==> src/rtl/p1305_pkg.sv <==
// shared types, widths, clamp constants and the microcode table of the
// poly1305 authenticator; no dependencies
package p1305_pkg;

    // limb and datapath widths
    localparam int LIMB_W = 26;
    localparam int D_W    = 28;           // accumulator limb plus message limb
    localparam int C_W    = 29;           // clamped r limb times five
    localparam int P_W    = D_W + C_W;    // one partial product
    localparam int S_W    = 62;           // one row sum plus carry in
    localparam int K_W    = S_W - LIMB_W; // carry between rows
    localparam int PC_W   = 4;
    localparam int CFG_IW = 2;
    localparam int CFG_DW = 64;

    // clamp masks of the r limbs
    localparam logic [LIMB_W-1:0] CLAMP0 = 26'h3ffffff;
    localparam logic [LIMB_W-1:0] CLAMP1 = 26'h3ffff03;
    localparam logic [LIMB_W-1:0] CLAMP2 = 26'h3ffc0ff;
    localparam logic [LIMB_W-1:0] CLAMP3 = 26'h3f03fff;
    localparam logic [LIMB_W-1:0] CLAMP4 = 26'h00fffff;

    // configuration register indexes
    localparam logic [CFG_IW-1:0] REG_R_LOW  = 2'd0;
    localparam logic [CFG_IW-1:0] REG_R_HIGH = 2'd1;
    localparam logic [CFG_IW-1:0] REG_S_LOW  = 2'd2;
    localparam logic [CFG_IW-1:0] REG_S_HIGH = 2'd3;

    // full block byte count
    localparam logic [4:0] CNT_FULL = 5'd16;

    typedef struct packed {
        logic [63:0] block_lo;
        logic [63:0] block_hi;
        logic [4:0]  byte_count;
        logic        last;
    } t_in_req;

    typedef struct packed {
        logic [63:0] tag_lo;
        logic [63:0] tag_hi;
    } t_out_req;

    // sequencing of one control word
    typedef enum logic [1:0] {
        SEQ_NEXT  = 2'd0,  // step on
        SEQ_JZ    = 2'd1,  // jump to target on an empty block
        SEQ_ENDNL = 2'd2,  // finish unless this is the last block
        SEQ_END   = 2'd3   // finish
    } t_seq;

    typedef struct packed {
        logic            load;      // d = acc + message limbs
        logic            mul_en;    // products of one row
        logic [2:0]      mul_row;
        logic            sum_en;    // sum and carry of one row
        logic [2:0]      sum_row;
        logic            fold;      // top carry times five into limb 0
        logic            fin_norm;  // final carry pass
        logic            fin_sel;   // subtract p where it fits
        logic            tag_wr;    // add s, load tag, clear accumulator
        logic            wait_out;  // hold while the output is full
        t_seq            seq;
        logic [PC_W-1:0] target;
    } t_ctl;

    typedef struct packed {
        logic cnt_zero;
        logic last;
    } t_stat;

    localparam t_ctl CTL_NOP = '{
        load: 1'b0, mul_en: 1'b0, mul_row: 3'd0, sum_en: 1'b0, sum_row: 3'd0,
        fold: 1'b0, fin_norm: 1'b0, fin_sel: 1'b0, tag_wr: 1'b0,
        wait_out: 1'b0, seq: SEQ_END, target: '0
    };

    // step addresses of the program
    localparam logic [PC_W-1:0] PC_LOAD  = 4'd0;
    localparam logic [PC_W-1:0] PC_ROW0  = 4'd1;
    localparam logic [PC_W-1:0] PC_ROW1  = 4'd2;
    localparam logic [PC_W-1:0] PC_ROW2  = 4'd3;
    localparam logic [PC_W-1:0] PC_ROW3  = 4'd4;
    localparam logic [PC_W-1:0] PC_ROW4  = 4'd5;
    localparam logic [PC_W-1:0] PC_SUM4  = 4'd6;
    localparam logic [PC_W-1:0] PC_FOLD  = 4'd7;
    localparam logic [PC_W-1:0] PC_CHECK = 4'd8;
    localparam logic [PC_W-1:0] PC_NORM  = 4'd9;
    localparam logic [PC_W-1:0] PC_SEL   = 4'd10;
    localparam logic [PC_W-1:0] PC_TAG   = 4'd11;

    // microcode table
    function automatic t_ctl rom(input logic [PC_W-1:0] pc);
        t_ctl cw;
        cw     = CTL_NOP;
        cw.seq = SEQ_NEXT;
        unique case (pc)
            PC_LOAD: begin
                cw.load   = 1'b1;
                cw.seq    = SEQ_JZ;
                cw.target = PC_CHECK;
            end
            PC_ROW0: begin
                cw.mul_en  = 1'b1;
                cw.mul_row = 3'd0;
            end
            PC_ROW1: begin
                cw.mul_en  = 1'b1;
                cw.mul_row = 3'd1;
                cw.sum_en  = 1'b1;
                cw.sum_row = 3'd0;
            end
            PC_ROW2: begin
                cw.mul_en  = 1'b1;
                cw.mul_row = 3'd2;
                cw.sum_en  = 1'b1;
                cw.sum_row = 3'd1;
            end
            PC_ROW3: begin
                cw.mul_en  = 1'b1;
                cw.mul_row = 3'd3;
                cw.sum_en  = 1'b1;
                cw.sum_row = 3'd2;
            end
            PC_ROW4: begin
                cw.mul_en  = 1'b1;
                cw.mul_row = 3'd4;
                cw.sum_en  = 1'b1;
                cw.sum_row = 3'd3;
            end
            PC_SUM4: begin
                cw.sum_en  = 1'b1;
                cw.sum_row = 3'd4;
            end
            PC_FOLD: begin
                cw.fold = 1'b1;
            end
            PC_CHECK: begin
                cw.seq = SEQ_ENDNL;
            end
            PC_NORM: begin
                cw.fin_norm = 1'b1;
            end
            PC_SEL: begin
                cw.fin_sel = 1'b1;
            end
            PC_TAG: begin
                cw.tag_wr   = 1'b1;
                cw.wait_out = 1'b1;
                cw.seq      = SEQ_END;
            end
            default: begin
                cw = CTL_NOP;
            end
        endcase
        return cw;
    endfunction

endpackage

==> src/rtl/p1305_seq.sv <==
// microcode sequencer: step counter, control table lookup and jumps
// depends on p1305_pkg
module p1305_seq (
    input  logic             i_clk,
    input  logic             i_rst_n,
    input  logic             i_accept,
    input  logic             i_out_busy,
    input  p1305_pkg::t_stat i_stat,
    output logic             o_busy,
    output p1305_pkg::t_ctl  o_ctl
);

    logic [p1305_pkg::PC_W-1:0] r_pc;
    logic                       r_busy;
    p1305_pkg::t_ctl            cw;
    logic                       run;

    // current control word, held back while the tag cannot be delivered
    always_comb begin
        cw    = p1305_pkg::rom(r_pc);
        run   = r_busy && !(cw.wait_out && i_out_busy);
        o_ctl = run ? cw : p1305_pkg::CTL_NOP;
    end

    assign o_busy = r_busy;

    // step counter and program end
    always_ff @(posedge i_clk) begin
        if (!i_rst_n) begin
            r_busy <= 1'b0;
            r_pc   <= '0;
        end else if (i_accept) begin
            r_busy <= 1'b1;
            r_pc   <= p1305_pkg::PC_LOAD;
        end else if (run) begin
            unique case (cw.seq)
                p1305_pkg::SEQ_NEXT: begin
                    r_pc <= r_pc + 1'b1;
                end
                p1305_pkg::SEQ_JZ: begin
                    r_pc <= i_stat.cnt_zero ? cw.target : r_pc + 1'b1;
                end
                p1305_pkg::SEQ_ENDNL: begin
                    if (!i_stat.last) begin
                        r_busy <= 1'b0;
                    end
                    r_pc <= r_pc + 1'b1;
                end
                p1305_pkg::SEQ_END: begin
                    r_busy <= 1'b0;
                end
                default: begin
                    r_busy <= 1'b0;
                end
            endcase
        end
    end

endmodule

==> config.mk <==
export PLATFORM = sky130hd
export DESIGN_NAME = p1305_seq
export DESIGN_NICKNAME = d
export VERILOG_FILES = /design/src/rtl/p1305_pkg.sv /design/src/rtl/p1305_seq.sv
export SDC_FILE = /design/constraint.sdc
export NUM_CORES = 1
export LEC_CHECK = 0
export BUFFER_PORTS_ARGS = -buffer_cell sky130_fd_sc_hd__buf_2
export CORE_UTILIZATION = 40
export CTS_CLUSTER_DIAMETER = 100
export DETAILED_ROUTE_END_ITERATION = 8
export PLACE_DENSITY = 0.69
export SLEW_MARGIN = 25
export SYNTH_ARGS = -nofsm -noshare
export SYNTH_HDL_FRONTEND = slang
export SYNTH_SLANG_ARGS = --single-unit
export TNS_END_PERCENT = 30
==> constraint.sdc <==
create_clock -name i_clk -period 1.62 [get_ports i_clk]
set_clock_uncertainty 0.15 [all_clocks]
set_input_delay 0.162 -clock i_clk [delete_from_list [all_inputs] [get_ports i_clk]]
set_output_delay 0.162 -clock i_clk [all_outputs]
set_load 0.03 [all_outputs]
Yosys cells after proc, flatten, opt, wreduce, memory -nomap -nowiden. Cells that the tools add are included.

Register bits after elaboration: 5. Output and inout port bits: 21. Logic and storage cells: 48.

Reductions and logical operators: 13. Equality and inequality tests: 15. Add/sub/neg operators: 1. Multiplexer cells: 16. Bitwise operators: 1.

Operator list (number): $pmux 4 s5 (2); $mux 20 (1); $eq 4x3->1 const B (4); $eq 4x4->1 const B (4); $reduce_or 9->1 (1); $eq 4x2->1 const B (2); $mux 4 (2); $pmux 4 s2 (1); $mux 1 (7); $pmux 2 s3 (1); $add 4x1->4 const B (1); $eq 2x2->1 const B (2); $eq 4x1->1 const B (1); $logic_not 4->1 (1); $reduce_bool 2->1 (2); $reduce_or 2->1 (2); $ne 3x3->1 const B (1); $reduce_and 3->1 (1); $reduce_bool 3->1 (1); $eq 2x1->1 const B (1); $logic_and 1x1->1 (2); $logic_not 2->1 (1); $mux 2 (1); $pmux 1 s2 (1); other kinds (3) (3).

Depth between registers and ports, before layout. Gate-level depths: netlist of run 1.

Word-level depth: 7. Gate-level depth with buffers: 7.

Worst setup path after synthesis of run 1. No wires, ideal clock.

Path type: reg2out. Start point: register r_busy, in the netlist o_busy. End point: output port o_ctl[7] (netlist bit). Slack: -0.586 ns. Data arrival time: 1.894 ns. Stages on the path, launching flop included: 5. Required time: 1.308 ns. Cell sequence: dfxtp_1 nor2b_1 nand2_1 nor3_1 buf_4.

RTL lines: start, declared (line p1305_seq.sv:14) `logic r_busy;`; start signal, assigned (line p1305_seq.sv:30) `r_busy <= 1'b0;`; start signal, assigned (line p1305_seq.sv:33) `r_busy <= 1'b1;`; start signal, assigned (line p1305_seq.sv:45) `r_busy <= 1'b0;`; end, declared (line p1305_seq.sv:10) `output p1305_pkg::t_ctl o_ctl`.

==> results.cfg, run 1 <==
[synthesis]
synth_edf_count = 0
synth_ff_type = dfxtp_1
synth_area_um2 = 580.6
synthDistinctLibCells = 35
seq_area_frac_synth_pct = 17.24
syn_avg_cell_area_um2 = 7.080
synthCells = 82
async_flop_share_pct = 0
ys_warn_count = 0
ys_ff_latch = 5

[worst_setup_path]
critPathKind = register to primary output
arrival_ps = 1530
crit_required_ps = 1310
cp-start-kind = register
worst_setup_path_end_kind = primary output
path_max_fanout = 5

[min_path]
hold_class = input port to register

[timing]
setup_slack_ps = -223.7
slew_violations = 0
fin_crit_sh_pct = 113.8
setup_viol = 18
hold_ws_ps = 25.75
hold_viol = 0
rsz0062_at_grt = true
post-route-min-period_ps = 1844
clock.fmax_mhz = 542.4

[clock_network]
clkTransAtPathRegs_ps = 40
root_buffer = clkbuf_4
numClockSinks = 5
cts_tree = yes
clk_path_buf_depth = 2
cts_inserted_buffers = 3
hold_buffers = 0
htreeDepth = 1
clk-insertion-delay-late_ps = 240

[grt]
grt_max_degree = 12
track_usage_pct = 21.40
antenna_found_initial = 0
grt_pass1_wl_mm = 2.325
grt-ovfl-total = 0
grt_pass1_vias = 564

[floorplanning]
start_util_pct = 44.06
core_um2 = 1318
die_y_um = 40.10
row_count = 13
num_io_pins = 27
die-area_um2 = 1608
die_w_um = 40.10

[placement]
io_buffers = 23
dp_hpwl_mm = 1.168
place_congestion = 0.8638
pre_cts_slack_ps = -143.1

[detailed_routing]
totalWireLength_mm = 1.539
dr.pass1.iters = 4
drtIter0Drc = 9
ant_nets = 0
post-route-drc-count = 0
via_per_inst = 5.180
wire_per_inst_um = 11.57
via_count = 689

[power_and_ir_drop]
peakVddDrop_v = 0.0004285
cellLeakagePower_uw = 0.0004379
power_density_nw_per_um2 = 410.6

[outcome]
violations = negative setup slack
status = complete, but fails checks

[layout]
syn2layout_area_growth_pct = 67.46
fillers = 108
nets = 129
n_antenna_cell = 0
drive_gt1_share_pct = 57.63

[flow_run]
drv_cap = 0
## routing by layer
metal  global-route usage (%)  share of wire [%]  vias to the layer above
met4                    7.759                1.2                        0
met5                        0                  0                        -
met2                    39.92                 52                       18
met1                    25.91                 44                      318
li1                         -                  -                      351
met3                        0                2.9                        2
## what timing repair did
item | CTS | global route
buffers inserted | 1 | 0
gates resized for setup | 36 | 4
setup endpoints to repair | 20 | 21
pin swaps | 1 | 0
## final timing paths
check                                           from              endpoint  slack [ps]  cells after the start
worst min register to register  r_pc[1]$_SDFFE_PP0P_  r_pc[1]$_SDFFE_PP0P_         380                      2
worst max-delay path            r_pc[1]$_SDFFE_PP0P_              o_ctl[4]        -220                      7
worst min-delay path                         i_rst_n   o_busy$_SDFFE_PN0P_          30                      3
worst max register to register  r_pc[1]$_SDFFE_PP0P_  r_pc[2]$_SDFFE_PP0P_           0                      7
## cells by family (layout without fill, tap and decap cells)
family,Yosys count,in the layout,synth area share [%]
fa+ha+maj,4,4,8.621
buf+inv,14,48,13.58
other cells,1,3,0.6459
compound gates,26,26,28.23
flops,5,5,17.24
simple gates,32,32,31.69
## metrics by stage
stage               cells  power (uW)  setup TNS [ps]  cell area (um^2)  util, %
floorplan              84       219.0          -174.9             628.1        -
global placement      128       247.2          -341.1             810.8    61.54
detailed placement    128       248.6          -593.9             810.8    61.54
CTS                   133       404.0           -1873             957.2    72.65
global route          133       421.3           -3283             972.2    73.79
finish                133       399.1           -1786             972.2    73.79
## flip-flops by register name, indices dropped and copies added, names as in the netlist
name    count
r_pc        4
o_busy      1
## cell usage in the layout (no fill, tap or decap), types with 3 or more instances in the layout
master,count
nand2_1,5
buf_6,6
ha_4,3
conb_1,3
inv_1,4
nand2b_1,3
buf_2,8
nor2_1,3
buf_4,24
clkbuf_4,3
o21ai_0,4
a21oi_1,7
## where the power goes
group          leakage, uW  internal, uW  switching, uW
Combinational     0.000380          52.1           77.9
Clock            0.0000150          92.8           46.0
Sequential       0.0000425           125           4.97
Total             0.000438           270            129
## cell type report
class                           count  area, um^2  share of cell area (%)
Multi-Input combinational cell     65       503.0                   51.74
Timing Repair Buffer               38       287.8                   29.60
Sequential cell                     5       108.9                   11.20
Inverter                            6       27.53                   2.831
Clock buffer                        4       26.28                   2.703
Tap cell                           15       18.77                   1.931
## worst max-delay path, cell delays in order, from the launching register on
cell	delay, ps
dfxtp_4	370
inv_4	50
ha_4	170
nor4_4	280
o22a_2	180
nor2_2	50
o21ai_2	60
buf_6	140
## cells in the mapped netlist, drive strengths merged, types with 3 or more instances
cell type / number / area share (%)
a21oi: 8 / 6.9
and3: 4 / 4.5
buf: 6 / 7.8
dfxtp: 5 / 17
ha: 4 / 8.6
inv: 6 / 3.9
nand2: 6 / 3.9
nand2b: 4 / 4.7
nor2: 5 / 3.2
nor2b: 3 / 3.2
nor3: 3 / 3.4
o21ai: 8 / 7.5
Power figures use the tool's default switching activity.
==> run 2, diff against run 1 <==
==> constraint.sdc (replaced) <==
create_clock -name i_clk -period 1.6 [get_ports i_clk]
set_clock_uncertainty 0.15 [all_clocks]
set_input_delay 0.16 -clock i_clk [delete_from_list [all_inputs] [get_ports i_clk]]
set_output_delay 0.16 -clock i_clk [all_outputs]
set_load 0.03 [all_outputs]
==> run 2 against run 1 <==
Net effect:
- the flow still finishes with violations (negative setup slack)
- sequential cell count did not move
- routed wire length up 7.6%
- sequential power is 4% higher
- total power increased by 1.3%
- register-to-register slack worse by 60 ps
- largest power group unchanged
==> results.cfg, run 2 (synthesis results as in run 1) <==
[outcome]
status = complete, but fails checks
violations = negative setup slack

[detailed_routing]
ant_nets = 0
drtIter0Drc = 6
dr.pass1.iters = 4
post-route-drc-count = 0
totalWireLength_mm = 1.656
wire_per_inst_um = 12.45
via_per_inst = 5.180
via_count = 689

[grt]
grt_max_degree = 11
track_usage_pct = 21.40
grt_pass1_vias = 592
grt_pass1_wl_mm = 2.359
grt-ovfl-total = 0
antenna_found_initial = 0

[timing]
fin_crit_sh_pct = 117.0
slew_violations = 0
rsz0062_at_grt = true
clock.fmax_mhz = 534.0
setup_viol = 19
hold_ws_ps = 30.45
post-route-min-period_ps = 1873
hold_viol = 0
setup_slack_ps = -272.7

[floorplanning]
row_count = 13
die_y_um = 40.10
num_io_pins = 27
die-area_um2 = 1608
core_um2 = 1318
die_w_um = 40.10
start_util_pct = 44.06

[layout]
drive_gt1_share_pct = 64.41
final_cells = 133
top_register = r_pc
nets = 129
largest_reg_flops = 4
syn2layout_area_growth_pct = 82.11
layout_commonest_cell = buf_4
fillers = 96
mostFrequentLayoutCells = buf_4 (17), buf_6 (15), buf_2 (6), a21oi_2 (5)
n_antenna_cell = 0
utilization_pct = 80.25

[clock_network]
cts_tree = yes
clk-insertion-delay-late_ps = 230
root_buffer = clkbuf_4
hold_buffers = 0
htreeDepth = 1
clk_path_buf_depth = 2
cts_inserted_buffers = 3
clkTransAtPathRegs_ps = 40
numClockSinks = 5

[power_and_ir_drop]
power.switching_uw = 130.6
combPwrFrac_pct = 32.7
power_density_nw_per_um2 = 382.6
cellLeakagePower_uw = 0.0004493
p_total_uw = 404.5
p_clk_share_pct = 33.9
p_int_uw = 273.9
sw_frac_of_total_pct = 32.28
power_frac_seq_pct = 33.4
peakVddDrop_v = 0.0003309

[min_path]
min_from = i_rst_n
whs_endpoint = o_busy$_SDFFE_PN0P_
hold_class = input port to register
hold_depth = 3

[worst_setup_path]
critPathKind = register to primary output
cp-start-kind = register
crit_required_ps = 1290
path_max_fanout = 4
worst-r2r-setup-slack_ps = -60
setup.worst_path.start = r_pc[1]$_SDFFE_PP0P_
critPathMaxStageDelay_ps = 380
crit_buf_inv = 2
worst_setup_path_end_kind = primary output
reg2reg_depth = 7
crit_chain = inv_4 -> ha_4 -> nor4_4 -> o22a_2 -> nor2_2 -> o21ai_2 -> buf_6
critPathSlowestCell = dfxtp_4
arrival_ps = 1560
r2r-start = r_pc[1]$_SDFFE_PP0P_
cpLargestDelayFamily = flip-flops
reg2reg_to = r_pc[2]$_SDFFE_PP0P_

[flow_run]
drv_cap = 0

[placement]
pre_cts_slack_ps = -165.2
dp_hpwl_mm = 1.168
io_buffers = 23
place_congestion = 0.8361
dpl.cell_count = 128
## run 2: cell types whose count changed in the layout (fill, tap and decap cells not counted), moves of 2 or more
cell	previous run	this run
a21oi_1	7	3
a21oi_2	1	5
buf_2	8	6
buf_4	24	17
buf_6	6	15
dfxtp_1	2	0
## run 2: metrics by stage
step / setup TNS (ps) / area (um^2)
floorplan: -190.0 / 633.1
global placement: -420.7 / 812.0
detailed placement: -727.5 / 812.0
CTS: -1993 / 985.9
global route: -2842 / 1057
finish: -1712 / 1057
## run 2: worst min-delay path: cells and delay by family
kind | cells | cell delay [ps]
buffers and inverters | 1 | 100
AO/OA/AOI/OAI | 2 | 100
## run 2: area by class of cell
cell class / count / area (um^2) / area share (%)
Sequential cell: 5 / 113.9 / 10.77
Timing Repair Buffer: 38 / 326.6 / 30.89
Clock buffer: 4 / 26.28 / 2.485
Multi-Input combinational cell: 65 / 544.3 / 51.48
Tap cell: 15 / 18.77 / 1.775
Inverter: 6 / 27.53 / 2.604
## run 2: power by group through the flow
| stage | Clock [uW] | Combinational (uW) | Sequential [uW] |
|---|---|---|---|
| global placement | 0 | 112 | 138 |
| global route | 149 | 143 | 136 |
| floorplan | 0 | 83.7 | 139 |
| finish | 137 | 132 | 135 |
| CTS | 145 | 128 | 136 |
| detailed placement | 0 | 113 | 139 |
## run 2: worst max path at each step
stage / depth (start not counted) / slack (ps) / end
after floorplan: 4 / -40 / o_ctl[7]
after global placement: 7 / -120 / o_ctl[4]
after detailed placement: 7 / -170 / o_ctl[4]
after CTS: 7 / -260 / o_ctl[4]
after global routing: 7 / -340 / o_ctl[4]
final: 7 / -270 / o_ctl[4]
## run 2: layer usage
metal  part of all wire (%)  wire (um)  track usage, %
met4                      0          0           7.759
met1                     45        737           25.58
met3                    1.8         29               0
met2                     54        889           40.32
met5                      0          0               0
## run 2: what timing repair did
action,4_1_cts,5_1_grt
buffers inserted,1,0
pin swaps,1,3
endpoints found under the setup margin,22,22
resized for setup,42,21
endpoints found under the hold margin,0,0
